`src/sv/miller_rabin_prime_test_64_top_defines.svh`:
```
// Assertion macros for the prime tester.
// Used by miller_rabin_prime_test_64_top; no other dependencies.
`ifndef MILLER_RABIN_PRIME_TEST_64_TOP_DEFINES_SVH
`define MILLER_RABIN_PRIME_TEST_64_TOP_DEFINES_SVH

// implication checked on every rising clock edge outside reset
`define MRP_ASSERT_IMP(label, ante, cons) \
	label: assert property (@(posedge clk) disable iff (!arst_n) (ante) |-> (cons)) \
		else $error("mrp assertion failed");

// next-cycle implication
`define MRP_ASSERT_NXT(label, ante, cons) \
	label: assert property (@(posedge clk) disable iff (!arst_n) (ante) |=> (cons)) \
		else $error("mrp assertion failed");

`endif

```
`src/sv/mrp_pkg.sv`:
```
// Package for the 64-bit prime tester: sequencer states, witness table, constants.
// No dependencies.
package mrp_pkg;

	typedef enum logic [3:0] {
		ST_IDLE,    // waiting for a beat
		ST_SIEVE,   // small-prime remainders, one divisor after another
		ST_SETUP,   // pick witness set, split p-1
		ST_SPLIT,   // strip factors of two from d
		ST_WRED,    // reduce witness mod p
		ST_PSQ,     // exponentiation: multiply step (acc*base) if bit set
		ST_PBASE,   // exponentiation: square base
		ST_CHECK,   // x == 1 or p-1 after the power
		ST_SQR,     // repeated squaring
		ST_SQCHK,   // test squared value
		ST_MULRUN,  // shared modular multiplier busy
		ST_DONE     // result held for output
	} state_t;

	localparam logic [31:0] SMALL_PRIME_MASK = 32'h208A28AC;
	localparam logic [63:0] LIM_323 = 64'd323;
	localparam logic [63:0] LIM_1 = 64'd5329;
	localparam logic [63:0] LIM_2 = 64'd9080191;
	localparam logic [63:0] LIM_3 = 64'd4759123141;
	localparam logic [63:0] LIM_4 = 64'd1122004669633;

	// witness table: sets laid out back to back
	function automatic logic [30:0] witness(input logic [4:0] idx);
		case (idx)
			5'd0:    witness = 31'd377687;
			5'd1:    witness = 31'd31;
			5'd2:    witness = 31'd73;
			5'd3:    witness = 31'd2;
			5'd4:    witness = 31'd7;
			5'd5:    witness = 31'd61;
			5'd6:    witness = 31'd2;
			5'd7:    witness = 31'd13;
			5'd8:    witness = 31'd23;
			5'd9:    witness = 31'd1662803;
			5'd10:   witness = 31'd2;
			5'd11:   witness = 31'd325;
			5'd12:   witness = 31'd9375;
			5'd13:   witness = 31'd28178;
			5'd14:   witness = 31'd450775;
			5'd15:   witness = 31'd9780504;
			5'd16:   witness = 31'd1795265022;
			default: witness = 31'd0;
		endcase
	endfunction

	// small divisors for the sieve
	function automatic logic [4:0] sieve_div(input logic [2:0] idx);
		case (idx)
			3'd0:    sieve_div = 5'd2;
			3'd1:    sieve_div = 5'd3;
			3'd2:    sieve_div = 5'd5;
			3'd3:    sieve_div = 5'd7;
			3'd4:    sieve_div = 5'd11;
			3'd5:    sieve_div = 5'd13;
			3'd6:    sieve_div = 5'd17;
			default: sieve_div = 5'd1;
		endcase
	endfunction

endpackage

```
`src/sv/miller_rabin_prime_test_64_top.sv`:
```
// Deterministic 64-bit prime tester: sieve, then strong-probable-prime rounds.
// Values below 31 are looked up in a mask; the sieve then takes remainders by the small
// primes 2 to 17 in turn, stopping at the first that divides. Larger values run, per witness
// (up to 7), a restoring reduction and a series of modular products.
// Throughput: one candidate at a time; the next beat is taken the cycle after a result is accepted.
// Reset: asynchronous active-low arst_n returns the sequencer to idle, no output pending.
`include "miller_rabin_prime_test_64_top_defines.svh"
module miller_rabin_prime_test_64_top
	import mrp_pkg::*;
(
	input  logic        clk,
	input  logic        arst_n,
	input  logic        in_valid,
	output logic        in_stall,
	input  logic [63:0] candidate,
	output logic        out_valid,
	input  logic        out_stall,
	output logic        is_prime
);
	state_t state_q, state_d, ret_q;

	logic [63:0] p_q, d_q, e_q, base_q, x_q, pm1_q, rem_q, wred_q;
	logic [5:0]  sq_q, sqi_q;
	logic [4:0]  widx_q, wend_q;
	logic [2:0]  sidx_q;
	logic [6:0]  bit_q;
	logic        res_q;
	logic [4:0]  srem_q;
	logic        res_ld, res_d;

	// multiplier handshake
	logic        mul_start, mul_busy;
	logic [63:0] mul_a, mul_b, mul_res;
	logic        mul_sel_sq; // 1: operands x,x / base,base ; 0: x,base

	mrp_modmul u_mul (
		.clk   (clk),
		.arst_n(arst_n),
		.start (mul_start),
		.a     (mul_a),
		.b     (mul_b),
		.m     (p_q),
		.busy  (mul_busy),
		.res   (mul_res)
	);

	// sieve remainder: one input bit per cycle would be slow, so fold by digit:
	// remainder of the 64-bit value by a 5-bit divisor, 4 bits a cycle
	logic [4:0] sdiv;
	logic [8:0] snext;
	assign sdiv = sieve_div(sidx_q);
	always_comb begin
		logic [8:0] t;
		t = {srem_q, p_q[63 - 4*bit_q[3:0] -: 4]};
		// t < 16*sdiv: up to four conditional subtracts of sdiv<<k
		if (t >= ({4'd0, sdiv} << 3)) t = t - ({4'd0, sdiv} << 3);
		if (t >= ({4'd0, sdiv} << 2)) t = t - ({4'd0, sdiv} << 2);
		if (t >= ({4'd0, sdiv} << 1)) t = t - ({4'd0, sdiv} << 1);
		if (t >= {4'd0, sdiv}) t = t - {4'd0, sdiv};
		snext = t;
	end

	// witness reduction: restoring division, one bit a cycle
	logic [64:0] wtry;
	assign wtry = {rem_q, wred_q[63]} - {1'b0, p_q};

	assign mul_a = mul_sel_sq ? (state_q == ST_PBASE ? base_q : x_q) : x_q;
	assign mul_b = (state_q == ST_PSQ) ? base_q : mul_a;

	// next state, verdict load and strobes
	always_comb begin
		state_d = state_q;
		mul_start = 1'b0;
		mul_sel_sq = 1'b1;
		res_ld = 1'b0;
		res_d = 1'b0;
		case (state_q)
			ST_IDLE:  if (in_valid) state_d = ST_SIEVE;
			ST_SIEVE: begin
				if (p_q < 64'd31) begin
					res_ld = 1'b1;
					res_d = SMALL_PRIME_MASK[p_q[4:0]];
					state_d = ST_DONE;
				end else if (bit_q == 7'd15) begin
					if (snext == 9'd0) begin
						res_ld = 1'b1;
						res_d = 1'b0;
						state_d = ST_DONE;
					end else if (sidx_q == 3'd6) begin
						if (p_q < LIM_323) begin
							res_ld = 1'b1;
							res_d = 1'b1;
							state_d = ST_DONE;
						end else state_d = ST_SETUP;
					end
				end
			end
			ST_SETUP: state_d = ST_SPLIT;
			ST_SPLIT: if (d_q[0]) state_d = ST_WRED;
			ST_WRED: begin
				if (bit_q == 7'd64) begin
					if (rem_q == 64'd0) begin
						// witness divisible by p: passes
						if (widx_q == wend_q) begin
							res_ld = 1'b1;
							res_d = 1'b1;
							state_d = ST_DONE;
						end
					end else state_d = ST_PSQ;
				end
			end
			ST_PSQ: begin
				mul_sel_sq = 1'b0;
				if (e_q == 64'd0) state_d = ST_CHECK;
				else if (e_q[0]) begin
					mul_start = 1'b1;
					state_d = ST_MULRUN;
				end else state_d = ST_PBASE;
			end
			ST_PBASE: begin
				mul_start = 1'b1;
				state_d = ST_MULRUN;
			end
			ST_CHECK: begin
				if (x_q == 64'd1 || x_q == pm1_q || sq_q == 6'd0) begin
					if (!(x_q == 64'd1 || x_q == pm1_q)) begin
						res_ld = 1'b1;
						res_d = 1'b0;
						state_d = ST_DONE;
					end else if (widx_q == wend_q) begin
						res_ld = 1'b1;
						res_d = 1'b1;
						state_d = ST_DONE;
					end else state_d = ST_WRED;
				end else state_d = ST_SQR;
			end
			ST_SQR: begin
				mul_start = 1'b1;
				state_d = ST_MULRUN;
			end
			ST_SQCHK: begin
				if (x_q == 64'd1) begin
					res_ld = 1'b1;
					res_d = 1'b0;
					state_d = ST_DONE;
				end else if (x_q == pm1_q) begin
					if (widx_q == wend_q) begin
						res_ld = 1'b1;
						res_d = 1'b1;
						state_d = ST_DONE;
					end else state_d = ST_WRED;
				end else if (sqi_q + 6'd1 == sq_q) begin
					// all squarings used up without reaching p-1
					res_ld = 1'b1;
					res_d = 1'b0;
					state_d = ST_DONE;
				end else state_d = ST_SQR;
			end
			ST_MULRUN: if (!mul_busy) state_d = ret_q;
			ST_DONE:  if (!out_stall) state_d = ST_IDLE;
			default:  state_d = ST_IDLE;
		endcase
	end

	always_ff @(posedge clk or negedge arst_n) begin
		if (!arst_n) begin
			state_q <= ST_IDLE;
			res_q <= 1'b0;
		end else begin
			state_q <= state_d;
			if (res_ld) res_q <= res_d;
		end
	end

	// datapath registers
	always_ff @(posedge clk) begin
		case (state_q)
			ST_IDLE: begin
				p_q <= candidate;
				sidx_q <= '0;
				bit_q <= '0;
				srem_q <= '0;
			end
			ST_SIEVE: begin
				bit_q <= (bit_q == 7'd15) ? 7'd0 : bit_q + 7'd1;
				srem_q <= (bit_q == 7'd15) ? 5'd0 : snext[4:0];
				if (bit_q == 7'd15) sidx_q <= sidx_q + 3'd1;
			end
			ST_SETUP: begin
				pm1_q <= p_q - 64'd1;
				d_q <= (p_q - 64'd1) >> 1;
				sq_q <= '0;
				if (p_q < LIM_1) begin widx_q <= 5'd0; wend_q <= 5'd0; end
				else if (p_q < LIM_2) begin widx_q <= 5'd1; wend_q <= 5'd2; end
				else if (p_q < LIM_3) begin widx_q <= 5'd3; wend_q <= 5'd5; end
				else if (p_q < LIM_4) begin widx_q <= 5'd6; wend_q <= 5'd9; end
				else begin widx_q <= 5'd10; wend_q <= 5'd16; end
				// first witness load happens on entry to reduction
				bit_q <= 7'd0;
				rem_q <= '0;
			end
			ST_SPLIT: begin
				if (!d_q[0]) begin
					d_q <= d_q >> 1;
					sq_q <= sq_q + 6'd1;
				end else begin
					bit_q <= 7'd0;
					rem_q <= '0;
					wred_q <= {33'd0, witness(widx_q)};
				end
			end
			ST_WRED: begin
				if (bit_q == 7'd64) begin
					base_q <= rem_q;
					x_q <= 64'd1;
					e_q <= d_q;
					if (rem_q == 64'd0 && widx_q != wend_q) begin
						widx_q <= widx_q + 5'd1;
						wred_q <= {33'd0, witness(widx_q + 5'd1)};
						rem_q <= '0;
						bit_q <= 7'd0;
					end
				end else begin
					rem_q <= wtry[64] ? {rem_q[62:0], wred_q[63]} : wtry[63:0];
					wred_q <= wred_q << 1;
					bit_q <= bit_q + 7'd1;
				end
			end
			ST_PSQ: if (e_q != 64'd0 && e_q[0]) ret_q <= ST_PBASE;
			ST_PBASE: begin
				ret_q <= ST_PSQ;
				e_q <= e_q >> 1;
			end
			ST_CHECK: begin
				sqi_q <= '0;
				if ((x_q == 64'd1 || x_q == pm1_q) && widx_q != wend_q) begin
					widx_q <= widx_q + 5'd1;
					wred_q <= {33'd0, witness(widx_q + 5'd1)};
					rem_q <= '0;
					bit_q <= 7'd0;
				end
			end
			ST_SQR: ret_q <= ST_SQCHK;
			ST_SQCHK: begin
				sqi_q <= sqi_q + 6'd1;
				if (x_q == pm1_q && widx_q != wend_q) begin
					widx_q <= widx_q + 5'd1;
					wred_q <= {33'd0, witness(widx_q + 5'd1)};
					rem_q <= '0;
					bit_q <= 7'd0;
				end
			end
			ST_MULRUN: begin
				if (!mul_busy) begin
					if (ret_q == ST_PSQ) base_q <= mul_res;
					else x_q <= mul_res;
				end
			end
			default: ;
		endcase
	end

	assign in_stall = (state_q != ST_IDLE);
	assign out_valid = (state_q == ST_DONE);
	assign is_prime = res_q;

	`MRP_ASSERT_IMP(a_mul_only_run, mul_busy, state_q == ST_MULRUN)
	`MRP_ASSERT_NXT(a_out_hold, out_valid && out_stall, out_valid && $stable(is_prime))
	`MRP_ASSERT_IMP(a_wit_range, state_q == ST_PSQ, widx_q <= wend_q && wend_q <= 5'd16)
endmodule

```
`src/sv/mrp_modmul.sv`:
```
// Shared modular multiplier: (a*b) mod m by shift-and-add, one bit of b a cycle.
// Depends on nothing. Operands must already be below m.
module mrp_modmul (
	input  logic        clk,
	input  logic        arst_n,
	input  logic        start,
	input  logic [63:0] a,
	input  logic [63:0] b,
	input  logic [63:0] m,
	output logic        busy,
	output logic [63:0] res
);
	logic [63:0] acc_q, add_q, b_q, m_q;
	logic [6:0]  cnt_q;
	logic [64:0] sum_acc, sum_dbl;

	// doubled operands fit in 65 bits; one subtract keeps them below m
	assign sum_acc = {1'b0, acc_q} + {1'b0, add_q};
	assign sum_dbl = {add_q, 1'b0};

	always_ff @(posedge clk or negedge arst_n) begin
		if (!arst_n) begin
			cnt_q <= '0;
			busy <= 1'b0;
		end else if (start) begin
			busy <= 1'b1;
			cnt_q <= 7'd64;
		end else if (busy) begin
			if (cnt_q == 7'd1 || b_q == 64'd0) begin
				busy <= 1'b0;
			end
			cnt_q <= cnt_q - 7'd1;
		end
	end

	always_ff @(posedge clk) begin
		if (start) begin
			acc_q <= '0;
			add_q <= a;
			b_q <= b;
			m_q <= m;
		end else if (busy && b_q != 64'd0) begin
			if (b_q[0]) begin
				acc_q <= (sum_acc >= {1'b0, m_q}) ? 64'(sum_acc - {1'b0, m_q})
				                                  : sum_acc[63:0];
			end
			add_q <= (sum_dbl >= {1'b0, m_q}) ? 64'(sum_dbl - {1'b0, m_q})
			                                  : sum_dbl[63:0];
			b_q <= b_q >> 1;
		end
	end

	assign res = acc_q;
endmodule
```
`config.mk`:
```
export PLATFORM = sky130hd
export DESIGN_NAME = miller_rabin_prime_test_64_top
export DESIGN_NICKNAME = d
export VERILOG_FILES = /design/src/sv/mrp_pkg.sv /design/src/sv/miller_rabin_prime_test_64_top.sv /design/src/sv/mrp_modmul.sv
export VERILOG_INCLUDE_DIRS = /design/src /design/src/sv
export SDC_FILE = /design/constraint.sdc
export NUM_CORES = 2
export LEC_CHECK = 0
export ABC_AREA = 1
export BUFFER_PORTS_ARGS = -buffer_cell sky130_fd_sc_hd__buf_4
export CORE_MARGIN = 3
export CORE_UTILIZATION = 45
export CTS_CLUSTER_DIAMETER = 80
export DETAILED_ROUTE_END_ITERATION = 8
export PLACE_DENSITY_LB_ADDON = 0.2
export SETUP_SLACK_MARGIN = 0.2
export SLEW_MARGIN = 20
export SYNTH_ARGS = -nofsm -noshare
export SYNTH_HDL_FRONTEND = slang
export SYNTH_SLANG_ARGS = --single-unit
```
`constraint.sdc`:
```
create_clock -name clk -period 26.9 [get_ports clk]
set_input_delay 5.38 -clock clk [delete_from_list [all_inputs] [get_ports clk]]
set_output_delay 5.38 -clock clk [all_outputs]
set_load 0.01 [all_outputs]
```
==> results.yml <==
timing:
  rsz0062_at_grt: "false"
  finClkSkew_ps: 58.9
  setup_tns_ps: 0
  period_share_pct: 32.3
  setup_viol: 0
  slew_headroom_pct: 21.3
  hold_viol_final: 0
  tightestPinTransition_ps: 1170
  finalMaxSlewViolations: 0
  fmax_mhz: 115
  min_period_ps: 8700
yosys:
  synth.distinct_cells: 69
  async_reset_ff_share_pct: 1.54
  ys.flop_type: "edfxtp_1"
  synth_seq_cells: 844
  synth.area.top_cells: "edfxtp_1 (40%), nand2_1 (8.9%), ha_1 (6.7%)"
  syn_area_per_cell_um2: 8.26
  yosysTopAreaCell: "edfxtp_1"
  netlist_area_mm2: 0.0556
  synth_cells: 6728
  synth_enable_flop_cells: 743
  synth_warnings: 0
  ys_seq_area_share_pct: 43.9
  synth_top_area_share_pct: 40.2
  syn_nets: 7103
detailed_routing:
  routed_wl_um: 190000
  firstDrtPassIters: 8
  drtIter0Drc: 4990
  via_per_inst: 5.66
  ant_nets: 0
  wire_per_inst_um: 22.5
  dr_total_vias: 47900
  drc: 0
cts:
  holdBufCountCts: 0
  clk_pin_slew_worst_paths_ps: 70
  cts_buffers: 97
  tritoncts: "built"
  postCtsResizedCells: 0
  cts_sinks: 844
  clockBufferDepth: 3
  worstSkewPairLatency_ps: 730
  cts_setup_buffers: 0
  cts_max_level: 3
  cts_root_buffer: "clkbuf_16"
cells_and_area:
  fillers: 11700
  syn_to_final_growth_pct: 9.95
  seq_area_mm2: 0.0244
  postLayoutCoreUtil_pct: 50.0
  finalNetCount: 7128
  drive_above_1_share_pct: 5.21
  final_area_mm2: 0.0611
  multi_input_area_mm2: 0.0272
critical_path:
  crit_path_end_kind: "register"
  worstSetupPathType: "reg -> reg"
  path_buf_inv: 9
  cp_common_cell: "nand2_1"
  max_stage_delay_ps: 770
  critical_path_arrival_ps: 9240
  worstSetupStartpointType: "register"
  crit_slowest_cell: "edfxtp_1"
  path_max_fanout: 31
  critPathTopFamily: "simple AND/OR/NAND/NOR gates"
  required_ps: 27440
grt:
  use_met2_pct: 44.7
  antenna_found_initial: 3
  grt_max_degree: 147
  grtUsageMet3_pct: 3.84
  overflow: 0
  gr-usage-met1_pct: 42.3
  grt_busiest_layer: "met2"
  grt_pass1_wl_um: 281000
  grt_pass1_vias: 45400
  grt_util_all_layers_pct: 29.1
floorplan:
  row_count: 128
  start_util_pct: 45.5
  io_pins: 71
  die_width_um: 357
  coreArea_mm2: 0.122
  dieArea_mm2: 0.128
  die_h_um: 357
placement:
  place.gp.congestion: 1.02
  dp_hpwl_um: 148000
  post_dp_cell_area_mm2: 0.0578
  io_buffers: 70
job:
  maxCapViolations: 0
run_status:
  outcome: "finished, final reports clean"
min_path:
  min-delay-path-class: "reg -> reg"
-- layout by cell type, fill, tap and decap left out, types with 18 or more instances in the layout --
cell       netlist  routed
nand2_1       1314    1309
a21oi_1        537     537
buf_4            4     115
clkbuf_1       140      19
xor2_1         269     269
nand4_1         68      68
a22o_1          60      60
o21ai_1         33      32
o21ai_0        548     548
nand3_1        172     172
inv_1          843     841
o211ai_1        60      60
clkinv_1         5      18
xnor2_1        126     126
inv_2           20      19
mux2i_1         47      47
nor3_1          65      64
o21bai_1        40      40
edfxtp_1       743     743
o21a_1          32      32
nor4_1          95      93
nor2_1         779     772
a31oi_1         87      87
clkbuf_16        0      97
dfxtp_1         88      88
a21boi_0        18      18
ha_1           299     299
-- final timing paths --
kind,from,depth (start not counted),end,slack (ps)
worst max-delay path,bit_q[0],55,state_q[2],18200
worst min-delay path,p_q[59],0,u_mul.m_q[59],460
worst max register to register,bit_q[0],55,state_q[2],18200
worst min register to register,p_q[59],0,u_mul.m_q[59],460
max in group asynchronous,arst_n,1,state_q[2],22140
min in group asynchronous,arst_n,1,u_mul.cnt_q[0],4560
-- layout make-up --
type	instances	share of cell area, %
well taps	1625	3.33
multi-input cells	4825	44.5
diodes	1	0.00410
clock inverters	58	1.20
repair buffers	116	1.45
clock buffers	120	4.18
inverters	869	5.37
flip-flops and latches	844	39.9
-- stage by stage --
| step | std cells | hold slack [ps] | worst slack [ps] |
|---|---|---|---|
| 2_1_floorplan | 6728 | 424 | 16900 |
| 3_3_place_gp | 8279 | 448 | 18340 |
| 3_5_place_dp | 8279 | 439 | 18240 |
| 4_1_cts | 8457 | 457 | 18180 |
| 5_1_grt | 8457 | 480 | 17040 |
| 6_report | 8458 | 457 | 18200 |
-- cells by family (layout without fill, tap and decap cells) --
| logic type | count (synthesis) | after routing | synth area share [%] |
|---|---|---|---|
| adder cells (fa/ha/maj) | 307 | 307 | 7.02 |
| other | 0 | 1 | 0 |
| multiplexers | 47 | 47 | 0.847 |
| XOR/XNOR | 395 | 395 | 6.23 |
| buffers and inverters | 1059 | 1163 | 7.35 |
| AND/OR/NAND/NOR | 2568 | 2568 | 19.2 |
| AO/OA/AOI/OAI | 1508 | 1508 | 15.4 |
| flip-flops | 844 | 844 | 43.9 |
-- cells in the mapped netlist, types with 9 or more instances --
master	number
edfxtp_1	743
nand3_1	172
nand3b_1	10
o21bai_1	40
buf_2	27
a211oi_1	9
nand3_2	12
a21o_1	11
nand4_1	68
a22o_1	60
o21a_1	32
nor3_1	65
ha_1	299
xnor2_1	126
nor4_1	95
clkbuf_1	140
a21boi_0	18
o211ai_1	60
a21oi_1	537
o21ai_1	33
o2111ai_1	10
dfxtp_1	88
inv_1	843
buf_1	9
nor2_1	779
inv_2	20
xor2_1	269
o21ai_0	548
a31oi_1	87
a21boi_1	10
nand2_2	10
nor2_2	11
o221ai_1	17
dfrtp_1	13
mux2i_1	47
nand2_1	1314
-- routing by layer --
| layer | routed length (um) | up-vias |
|---|---|---|
| li1 | - | 23000 |
| met1 | 86300 | 22800 |
| met2 | 83200 | 1788 |
| met3 | 14100 | 258 |
| met4 | 6440 | 0 |
| met5 | 0 | - |
Power is not shown: default switching activity piles up to over one toggle a cycle in this logic, so the estimate is an artifact.
